`config.mk`:
```
export PLATFORM = sky130hd
export DESIGN_NAME = sqb_ctrl
export DESIGN_NICKNAME = d
export VERILOG_FILES = /design/src/rtl/sprite_quad_batcher_unit_defines.svh /design/src/rtl/sqb_pkg.sv /design/src/rtl/sqb_ctrl.sv
export SDC_FILE = /design/constraint.sdc
export NUM_CORES = 1
export LEC_CHECK = 0
export BUFFER_PORTS_ARGS = -buffer_cell sky130_fd_sc_hd__buf_2
export CORE_AREA = 2 2 39 41
export DETAILED_ROUTE_END_ITERATION = 7
export DIE_AREA = 0 0 41 43
export GPL_TIMING_DRIVEN = 0
export PLACE_DENSITY = 0.62
export SLEW_MARGIN = 20
export SYNTH_ARGS = -nofsm -noshare
export SYNTH_HDL_FRONTEND = slang
export SYNTH_SLANG_ARGS = --single-unit
export TNS_END_PERCENT = 10
```
`constraint.sdc`:
```
create_clock -name clk -period 2.9 [get_ports clk]
set_input_delay 0.435 -clock clk [delete_from_list [all_inputs] [get_ports clk]]
set_output_delay 0.435 -clock clk [all_outputs]
set_load 0.01 [all_outputs]
```
`src/rtl/sprite_quad_batcher_unit_defines.svh`:
```
// assertion macros shared by the sprite quad batcher rtl
`ifndef SPRITE_QUAD_BATCHER_UNIT_DEFINES_SVH
`define SPRITE_QUAD_BATCHER_UNIT_DEFINES_SVH

// condition must hold in the same cycle as the trigger
`define SQB_ASSERT_NOW(label, trig, cond, msg) \
    label: assert property (@(posedge clk) disable iff (!rst_n) (trig) |-> (cond)) \
        else $error(msg);

// condition must hold in the cycle after the trigger
`define SQB_ASSERT_NEXT(label, trig, cond, msg) \
    label: assert property (@(posedge clk) disable iff (!rst_n) (trig) |=> (cond)) \
        else $error(msg);

`endif

```
`src/rtl/sqb_pkg.sv`:
```
// types, constants and tables of the sprite quad batcher
package sqb_pkg;

    localparam int SQB_MAX_BATCH    = 1024;
    localparam int CORDIC_STEPS     = 24;
    localparam int ITER_W           = 5;

    // angle arithmetic in q30, wide enough for the full q4.12 input range
    localparam logic signed [35:0] PI_Q30      = 36'sd3373259426;
    localparam logic signed [35:0] NEG_PI_Q30  = -36'sd3373259426;
    localparam logic signed [35:0] HALF_PI_Q30 = 36'sd1686629713;
    localparam logic signed [35:0] NEG_HALF_PI = -36'sd1686629713;
    localparam logic signed [35:0] TWO_PI_Q30  = 36'sd6746518852;
    localparam logic signed [33:0] CORDIC_GAIN = 34'sh026DD3B6A;
    localparam logic signed [17:0] ONE_Q16     = 18'sd65536;

    typedef enum logic [1:0] {
        REQ_DRAW    = 2'd0,
        REQ_FLUSH   = 2'd1,
        REQ_DISCARD = 2'd2,
        REQ_NONE    = 2'd3
    } req_t;

    typedef enum logic [3:0] {
        S_IDLE,
        S_DECODE,
        S_FLUSH,
        S_SCALE,
        S_PIVOT,
        S_ROT,
        S_TRIG,
        S_MUL,
        S_OUT
    } state_t;

    // commands from controller to datapath
    typedef struct packed {
        logic capture;
        logic discard;
        logic emit_flush;
        logic flush_last;
        logic scale;
        logic pivot;
        logic rot_step;
        logic trig;
        logic corner_mul;
        logic emit_vertex;
    } sqb_cmd_t;

    // status from datapath to controller
    typedef struct packed {
        req_t req;
        logic tex_zero;
        logic need_flush;
        logic count_nz;
        logic angle_zero;
        logic rot_done;
        logic out_free;
        logic corner_last;
    } sqb_stat_t;

    // arctangent table in q30
    function automatic logic signed [31:0] atan_q30(input logic [ITER_W-1:0] idx);
        logic signed [31:0] r;
        begin
            case (idx)
                5'd0:    r = 32'sh3243F6A8;
                5'd1:    r = 32'sh1DAC6705;
                5'd2:    r = 32'sh0FADBAFC;
                5'd3:    r = 32'sh07F56EA6;
                5'd4:    r = 32'sh03FEAB76;
                5'd5:    r = 32'sh01FFD55B;
                5'd6:    r = 32'sh00FFFAAA;
                5'd7:    r = 32'sh007FFF55;
                5'd8:    r = 32'sh003FFFEA;
                5'd9:    r = 32'sh001FFFFD;
                5'd10:   r = 32'sh000FFFFF;
                5'd11:   r = 32'sh0007FFFF;
                5'd12:   r = 32'sh0003FFFF;
                5'd13:   r = 32'sh0001FFFF;
                5'd14:   r = 32'sh0000FFFF;
                5'd15:   r = 32'sh00007FFF;
                5'd16:   r = 32'sh00003FFF;
                5'd17:   r = 32'sh00001FFF;
                5'd18:   r = 32'sh00000FFF;
                5'd19:   r = 32'sh000007FF;
                5'd20:   r = 32'sh000003FF;
                5'd21:   r = 32'sh000001FF;
                5'd22:   r = 32'sh000000FF;
                5'd23:   r = 32'sh0000007F;
                default: r = 32'sh00000000;
            endcase
            return r;
        end
    endfunction

endpackage

```
`src/rtl/sqb_ctrl.sv`:
```
// sequencing state machine of the sprite quad batcher
module sqb_ctrl import sqb_pkg::*;
(
    input  logic      clk,
    input  logic      rst_n,
    input  logic      in_valid,
    input  sqb_stat_t stat,
    output logic      idle,
    output sqb_cmd_t  cmd
);

    state_t state_reg;
    state_t state_next;

    // state register
    always_ff @(posedge clk or negedge rst_n)
    begin
        if (!rst_n)
        begin
            state_reg <= S_IDLE;
        end
        else
        begin
            state_reg <= state_next;
        end
    end

    // next state and commands
    always_comb
    begin
        state_next = state_reg;
        cmd        = '0;
        idle       = 1'b0;
        unique case (state_reg)
            S_IDLE:
            begin
                idle        = 1'b1;
                cmd.capture = in_valid;
                if (in_valid)
                begin
                    state_next = S_DECODE;
                end
            end
            S_DECODE:
            begin
                unique case (stat.req)
                    REQ_FLUSH:
                    begin
                        state_next = stat.count_nz ? S_FLUSH : S_IDLE;
                    end
                    REQ_DISCARD:
                    begin
                        cmd.discard = 1'b1;
                        state_next  = S_IDLE;
                    end
                    REQ_DRAW:
                    begin
                        if (stat.tex_zero)
                        begin
                            state_next = S_IDLE;
                        end
                        else if (stat.need_flush && stat.count_nz)
                        begin
                            state_next = S_FLUSH;
                        end
                        else
                        begin
                            state_next = S_SCALE;
                        end
                    end
                    default:
                    begin
                        state_next = S_IDLE;
                    end
                endcase
            end
            S_FLUSH:
            begin
                if (stat.out_free)
                begin
                    cmd.emit_flush = 1'b1;
                    cmd.flush_last = (stat.req == REQ_FLUSH);
                    state_next     = (stat.req == REQ_FLUSH) ? S_IDLE : S_SCALE;
                end
            end
            S_SCALE:
            begin
                cmd.scale  = 1'b1;
                state_next = S_PIVOT;
            end
            S_PIVOT:
            begin
                cmd.pivot  = 1'b1;
                state_next = stat.angle_zero ? S_TRIG : S_ROT;
            end
            S_ROT:
            begin
                cmd.rot_step = 1'b1;
                if (stat.rot_done)
                begin
                    state_next = S_TRIG;
                end
            end
            S_TRIG:
            begin
                cmd.trig   = 1'b1;
                state_next = S_MUL;
            end
            S_MUL:
            begin
                cmd.corner_mul = 1'b1;
                state_next     = S_OUT;
            end
            S_OUT:
            begin
                if (stat.out_free)
                begin
                    cmd.emit_vertex = 1'b1;
                    state_next      = stat.corner_last ? S_IDLE : S_MUL;
                end
            end
            default:
            begin
                state_next = S_IDLE;
            end
        endcase
    end

endmodule

```
Yosys cells after proc, flatten, opt, wreduce, memory -nomap -nowiden
Cells that the tools add are included.
- flip-flop bits (word level): 4
- bits in latches: 0
- memory bits (writable): 0
- memory bits (read-only): 0
- input port bits: 12
- word-level logic and storage cells: 44
- memories: 0
- $add $sub $neg: 0
- multiply operators: 0
- div/mod/pow operators: 0
- $lt $le $gt $ge: 0
- equality and inequality tests: 14
- shifts and indexed selects: 0
- mux-type cells: 25
- bitwise logic cells: 0
- reductions and logical operators: 4
- operator list (kind ; count):
    case mux 4 bit (9 select lines) ; 1
    two-way mux 4 bit ; 5
    equality test 4 x 3 -> 1 bit, second input constant ; 4
    two-way mux 1 bit ; 12
    two-way mux 2 bit ; 5
    equality test 4 x 2 -> 1 bit, second input constant ; 2
    != test 2 bit, second input constant ; 4
    case mux 4 bit (2 select lines) ; 1
    equality test 4 x 1 -> 1 bit, second input constant ; 1
    equality test 4 bit, second input constant ; 1
    zero test 4 bit ; 1
    AND reduction 4 bit ; 1
    two-way mux 3 bit ; 1
    equality test 2 x 1 -> 1 bit, second input constant ; 1
    equality test 2 bit, second input constant ; 1
    zero test 2 bit ; 1
    logical AND 1 bit ; 1

Logic depth before layout (Yosys ltp)
Gate-level depths: netlist of the first run.
- depth after elaboration: 5
- gate-level depth with buffers: 5

Least setup slack after synthesis of the first run
Ideal clock, no wire load.
- path type: register to output
- start point: register state_reg[1]
- end point: output port cmd[9] (netlist bit)
- data arrival time: 1.317 ns
- data required time: 2.465 ns
- slack: 1.148 ns
- stages on the path, launching flop included: 4
- cell sequence: dfrtp_1 buf_2 nor4_1 and2_1
- RTL lines (item ; line ; text):
    from (decl) ; sqb_ctrl.sv:12 ; state_t state_reg;
    from (signal assigned) ; sqb_ctrl.sv:24 ; state_reg <= state_next;
    to (decl) ; sqb_ctrl.sv:9 ; output sqb_cmd_t cmd

==> results of run 1 <==
layout make-up:
class / instances / area, um^2 / area share
Tap cell: 16 / 20.0 / 0.0323
Timing Repair Buffer: 23 / 120 / 0.194
Clock buffer: 3 / 22.5 / 0.0364
Inverter: 4 / 15.0 / 0.0242
Multi-Input combinational cell: 49 / 319 / 0.515
Sequential cell: 4 / 100 / 0.162
Buffer: 4 / 22.5 / 0.0364
placed cells by master, fill, tap and decap left out:
cell type	n
a211o_1	1
a211oi_1	2
a21oi_1	3
a221oi_1	1
a32o_1	1
and2_1	3
and3_1	1
and3b_1	1
buf_2	25
buf_4	1
clkbuf_4	3
dfrtp_1	4
dlygate4sd3_1	1
inv_1	4
mux2i_1	1
nand2_1	2
nand2b_1	3
nand3b_1	1
nor2_1	6
nor2b_1	1
nor3_1	6
nor3b_1	1
nor4_1	2
nor4b_2	1
o21ai_0	2
o21ai_1	2
o221ai_1	2
o22ai_1	1
or3_1	2
or4b_1	2
or4b_4	1
through the flow:
stage                     instances  setup WS (ns)  total power, mW  hold slack [ns]
final                           103          0.790            0.488            0.496
after global routing            103          0.673            0.541            0.509
after CTS                       103          0.774            0.494            0.488
after detailed placement         99           1.03            0.420            0.240
after global placement           99           1.05            0.421            0.242
after floorplan                  61           1.15            0.330            0.139
cell families (layout without fill, tap and decap cells):
group	Yosys count	count (layout)
and+or+nand+nor	33	33
buffers and inverters	8	34
DFF	4	4
muxes	1	1
AOI/OAI and AO/OA	15	15
worst register-to-register path: cells and delay by family, from the launching register on:
kind	cells	cell delay [ns]
flip-flops	1	0.44
AO/OA/AOI/OAI	2	0.43
AND/OR/NAND/NOR	2	0.54
metal layers:
metal	track usage	vias up
li1	-	284
met1	0.180	258
met2	0.206	13
met4	0.0600	0
met3	0.0314	0
met5	0	-
worst paths after layout:
kind / cells past startpoint / slack (ns) / to
worst max-delay path: 5 / 0.79 / cmd[6]
worst min-delay path: 2 / 0.50 / state_reg[3]
worst max register to register: 4 / 1.36 / state_reg[1]
worst min register to register: 3 / 0.68 / state_reg[3]
max in group asynchronous: 2 / 2.26 / state_reg[3]
min in group asynchronous: 2 / 0.53 / state_reg[1]
power by group through the flow:
stage | clock network, mW | logic (mW) | registers [mW]
final | 0.0670 | 0.316 | 0.105
after global routing | 0.0777 | 0.354 | 0.109
after CTS | 0.0722 | 0.317 | 0.104
after detailed placement | 0 | 0.315 | 0.105
after global placement | 0 | 0.315 | 0.106
after floorplan | 0 | 0.232 | 0.0977
==> summary.md, run 1 <==
| Metric | Value |
|---|---|
| CP Cell Sequence | buf_2 -> nand2b_1 -> nor3_1 -> and3_1 -> buf_2 |
| Routed Antenna Nets | 0 |
| Chip height | 43 um |
| Routed wl met3 | 59 um |
| Starting density of the core | 0.330 |
| Clock Skew | 0.000990 ns |
| Post-synth EDFFs | 0 |
| DR vias/cell | 5.39 |
| CP Buf/Inv Count | 2 |
| Outcome | finished, final reports clean |
| H-tree depth | 1 |
| Largest delay share family, worst path | simple AND/OR/NAND/NOR gates |
| Leakage power | ~0.30 nW |
| Sw power | 0.226 mW |
| Largest family of logic cells by synthesized area | simple AND/OR/NAND/NOR gates |
| Post-synthesis cell type count | 29 |
| Seq cells post-synth | 4 |
| Sw Share | 0.464 |
| Tcrit/Tclk final | 0.727 |
| Reg2reg start | state_reg[2] |
| Ys async rst share | 1.00 |
| First-pass GRT wire length | 1.65 mm |
| Synth Area in XOR/XNOR | 0 |
| Yosys Warn Count | 0 |
| Clk Latency, worst-skew pair | 0.23 ns |
| Post-cts resize count | 0 |
| Proportion of layout cells with a drive suffix above 1 | 0.356 |
| Start point of the worst hold path | stat[1] |
| Slew Viols, Final | 0 |
| Setup TNS | 0 ns |
| 1st-iter DRT viols | 6 |
| Worst-Margin Slew | around 0.40 ns |
| Met2 routed WL | 523 um |
| Setup crit start kind | flip-flop |
| Commonest cells in the netlist | nor2_1 (6), nor3_1 (6), dfrtp_1 (4), inv_1 (4) |
| Reg power frac | 0.215 |
| CTS tree | done |
| Final wirelength | around 1.2 mm |
| Simple-gate share of the synthesized area | 0.455 |
| Critical path's most frequent cell | buf_2 |
| Hold_buf cts | 1 |
| Drt first pass iters | 4 |
| Core Util, Final | 0.448 |
| Syn avg cell area | 7.49 um^2 |
| Max Fclk | 474 MHz |
| I/O pin count | 23 |
| Post-Syn Area | between 400 and 500 um^2 |
| Vias in the first global route | 412 |
| Final setup fails | 0 |
| Global route overflow | 0 |
| Clock Sinks | 4 |
| P&R area growth vs syn | 35.6% |
| Die area | 1760 um^2 |
| Dpl cell area | 587 um^2 |
| Ant. Diodes | 0 |
| DR WL/cell | around 11 um |
| Worst hold path type | input port to flip-flop |
| Kind of critical path | flip-flop to output port |
| Final GP Congestion | between 0.7 and 0.8 |
| Pint | 0.262 mW |
| Fill cells | 146 |
| Nets | 101 |
| Clock share of power | 0.137 |
| Detail Placement HPWL | 901 um |
| Worst path arrival time | 1.67 ns |
| Post-synthesis compound-gate area fraction | 0.222 |
| Cell Rows | 14 |
| Pin count of the biggest net entering global routing | 11 |
| Slew HR | 0.729 |
| Max VDD drop | 366 uV |
| Synth Flop Type | dfrtp_1 |
| Design Area, Final | 619 um^2 |
| PD cells | 788 nW/um^2 |
| CP peak stage delay | 0.42 ns |
| Max reg flops | 4 |
| Worst-path clk slew | 0.04 ns |
| Total global-route track usage | 0.137 |
| Max-cap violations | 0 |
| Final hold violation count | 0 |
| RSZ-0062 raised after global routing | no |
| Post-synthesis sequential area ratio | 0.219 |
| Initial antenna violation count | 0 |
| Crit path capture type | output port |
| Fin crit period | 2.11 ns |
| Comb pwr share | 0.647 |
| Root Driver | clkbuf_4 |
| Number of CTS-inserted buffers | 3 |
| Yosys top cell by area | dfrtp_1 |
| Syn nets | 73 |
| Max Fanout on Critical Path | 10 |
| Setup crit start | state_reg[0] |
| DR vias | 555 |
| CP required | 2.47 ns |
| Post-CTS setup buffer count | 0 |
| DRC | 0 |
| DIE WIDTH | between 40 and 50 um |
| Post-synthesis adder-cell area fraction | 0 |
| Port Buffers | 22 |
| Synth top area share | 0.219 |
| Core Area | 1380 um^2 |
| Clk buf depth | 2 |
| Top layer in use | met3 |
| Syn Inst Count | 61 |
| Slowest cell on crit path | dfrtp_1 |
| Post-synthesis mux area share | 0.0219 |
| Synth area leaders | dfrtp_1 (22%), nor3_1 (6.6%), nor2_1 (4.9%) |
| M1 WL | 573 um |
No activity file was read; power rests on OpenSTA's default activity.
==> inputs of run 2 (changes only) <==
--- a/config.mk
+++ b/config.mk
@@ -10,7 +10,7 @@
 export DETAILED_ROUTE_END_ITERATION = 7
 export DIE_AREA = 0 0 41 43
 export GPL_TIMING_DRIVEN = 0
-export PLACE_DENSITY = 0.62
+export PLACE_DENSITY = 0.64
 export SLEW_MARGIN = 20
 export SYNTH_ARGS = -nofsm -noshare
 export SYNTH_HDL_FRONTEND = slang
==> constraint.sdc (replaced) <==
create_clock -name clk -period 1.8 [get_ports clk]
set_input_delay 0.27 -clock clk [delete_from_list [all_inputs] [get_ports clk]]
set_output_delay 0.27 -clock clk [all_outputs]
set_load 0.01 [all_outputs]
==> run 2 against run 1 <==
  * Worst setup slack got worse by 0.75 ns
  * Count of clock-buffer cells in the layout unchanged
  * Combinational power increased by 120%
  * Die area is the same
  * Critical endpoint is now cmd[8]
  * Largest power group unchanged
  * Highest routed layer unchanged
==> summary.md, run 2 (synthesized netlist as in run 1, its figures left out) <==
| Metric | Value |
|---|---|
| Max VDD drop | 746 uV |
| Clock share of power | 0.111 |
| Die area | 1760 um^2 |
| Design Area, Final | between 700 and 800 um^2 |
| Crit path capture type | output port |
| Clk Latency, worst-skew pair | 0.23 ns |
| Leading cell type in the layout, fill and taps excluded | buf_2 |
| DRC | 0 |
| Outcome | finished, final reports clean |
| Slew HR | 0.717 |
| Fill cells | 153 |
| PnR worst setup slack | 0.0382 ns |
| RSZ-0062 raised after global routing | yes |
| Final hold violation count | 0 |
| Routed Antenna Nets | 0 |
| Cell Rows | 14 |
| Vias in the first global route | 457 |
| PD cells | 1350 nW/um^2 |
| First-pass GRT wire length | 1.87 mm |
| I/O pin count | 23 |
| Clk buf depth | 2 |
| Number of CTS-inserted buffers | 3 |
| Clock Sinks | 4 |
| Final GP Congestion | 0.802 |
| Most frequent cells in the layout | buf_2 (24), buf_4 (7), nor2_1 (6) |
| DR vias | around 560 |
| Initial antenna violation count | 0 |
| Proportion of layout cells with a drive suffix above 1 | 0.462 |
| Pin count of the biggest net entering global routing | 11 |
| Tcrit/Tclk final | 0.979 |
| Clock Skew | 0.00206 ns |
| P&R area growth vs syn | 57.8% |
| Worst-path clk slew | 0.04 ns |
| Worst-Margin Slew | 0.421 ns |
| Global route overflow | 0 |
| Detail Placement HPWL | 915 um |
| Worst hold path type | input port to flip-flop |
| Drt first pass iters | 3 |
| Max-cap violations | 0 |
| Reg power frac | 0.168 |
| Dpl cell area | between 500 and 600 um^2 |
| Final wirelength | around 1.2 mm |
| Max reg flops | 4 |
| DR WL/cell | around 11 um |
| Fin crit period | 1.76 ns |
| Total global-route track usage | 0.154 |
| Worst path arrival time | 1.49 ns |
| CTS tree | done |
| Comb pwr share | 0.721 |
| DIE WIDTH | ~41 um |
| Max Fanout on Critical Path | 4 |
| Core Area | 1380 um^2 |
| Chip height | about 43 um |
| Setup crit start kind | flip-flop |
| CP required | 1.53 ns |
| Sw Share | 0.442 |
| Pint | 0.541 mW |
| Port Buffers | 22 |
| Starting density of the core | 0.330 |
| Post-Layout Cell Count | 109 |
| Ant. Diodes | 0 |
| DR vias/cell | 5.09 |
| Kind of critical path | flip-flop to output port |
| Max Fclk | 568 MHz |
| 1st-iter DRT viols | 7 |
| Nets | 107 |
| Sw power | roughly 0.43 mW |
| Placed cells | 99 |
| Final setup fails | 0 |
| Root Driver | clkbuf_4 |
| Leakage power | 0.335 nW |
| Slew Viols, Final | 0 |
| Dpl ws | 0.0946 ns |
| H-tree depth | 1 |
[run 2: power groups by stage]
stage               registers, mW  logic [mW]  clock network (mW)
detailed placement          0.173       0.509                   0
floorplan                   0.157       0.374                   0
global placement            0.171       0.505                   0
finish                      0.162       0.699               0.108
global route                0.170       0.768               0.122
CTS                         0.156       0.644               0.117
[run 2: worst paths after layout]
path	start	to	slack, ns	depth (start not counted)
min	stat[1]	state_reg[3]	0.32	2
max in group asynchronous	rst_n	state_reg[2]	1.30	2
max	state_reg[1]	cmd[8]	0.04	3
min reg2reg	state_reg[1]	state_reg[3]	0.64	3
max reg2reg	state_reg[0]	state_reg[1]	0.10	5
min in group asynchronous	rst_n	state_reg[0]	0.37	2
[run 2: metal layers]
metal | up-vias | GRT usage | part of all wire
li1 | 294 | - | -
met1 | 249 | 0.224 | 0.48
met2 | 12 | 0.225 | 0.49
met3 | 0 | 0.0157 | 0.036
met4 | 0 | 0.0600 | 0
met5 | - | 0 | 0
[run 2: cell type report]
class,count,area [um^2],share of cell area
buffer,4,28.8,0.0399
sequential,4,103,0.142
inverter,4,15.0,0.0208
multi-input combinational,49,367,0.509
tap,16,20.0,0.0278
clock buffer,3,22.5,0.0313
timing repair buffer,29,165,0.229
[run 2: timing repair]
action | 4_1_cts | 5_1_grt
resized for setup | 5 | 6
setup buffers | 6 | 0
hold buffers | 1 | 0
setup endpoints to repair | 3 | 3
gates cloned | 0 | 0
pin swaps | 2 | 2
endpoints found under the hold margin | 4 | 0
[run 2: stage by stage]
| stage | util | total power [mW] | TNS (ns) | hold slack [ns] |
|---|---|---|---|---|
| 5_1_grt | 0.521 | 1.06 | -0.0243 | 0.341 |
| 2_1_floorplan | - | 0.531 | 0 | -0.0256 |
| 3_5_place_dp | 0.424 | 0.681 | 0 | 0.0759 |
| 6_report | 0.521 | 0.969 | 0 | 0.322 |
| 4_1_cts | 0.496 | 0.917 | 0 | 0.318 |
| 3_3_place_gp | 0.424 | 0.675 | 0 | 0.0740 |
[run 2: critical path, cell delays in order, from the launching register on]
cell and delay (ns):
dfrtp_2 0.43, or4b_4 0.54, nor3b_2 0.15, buf_2 0.14
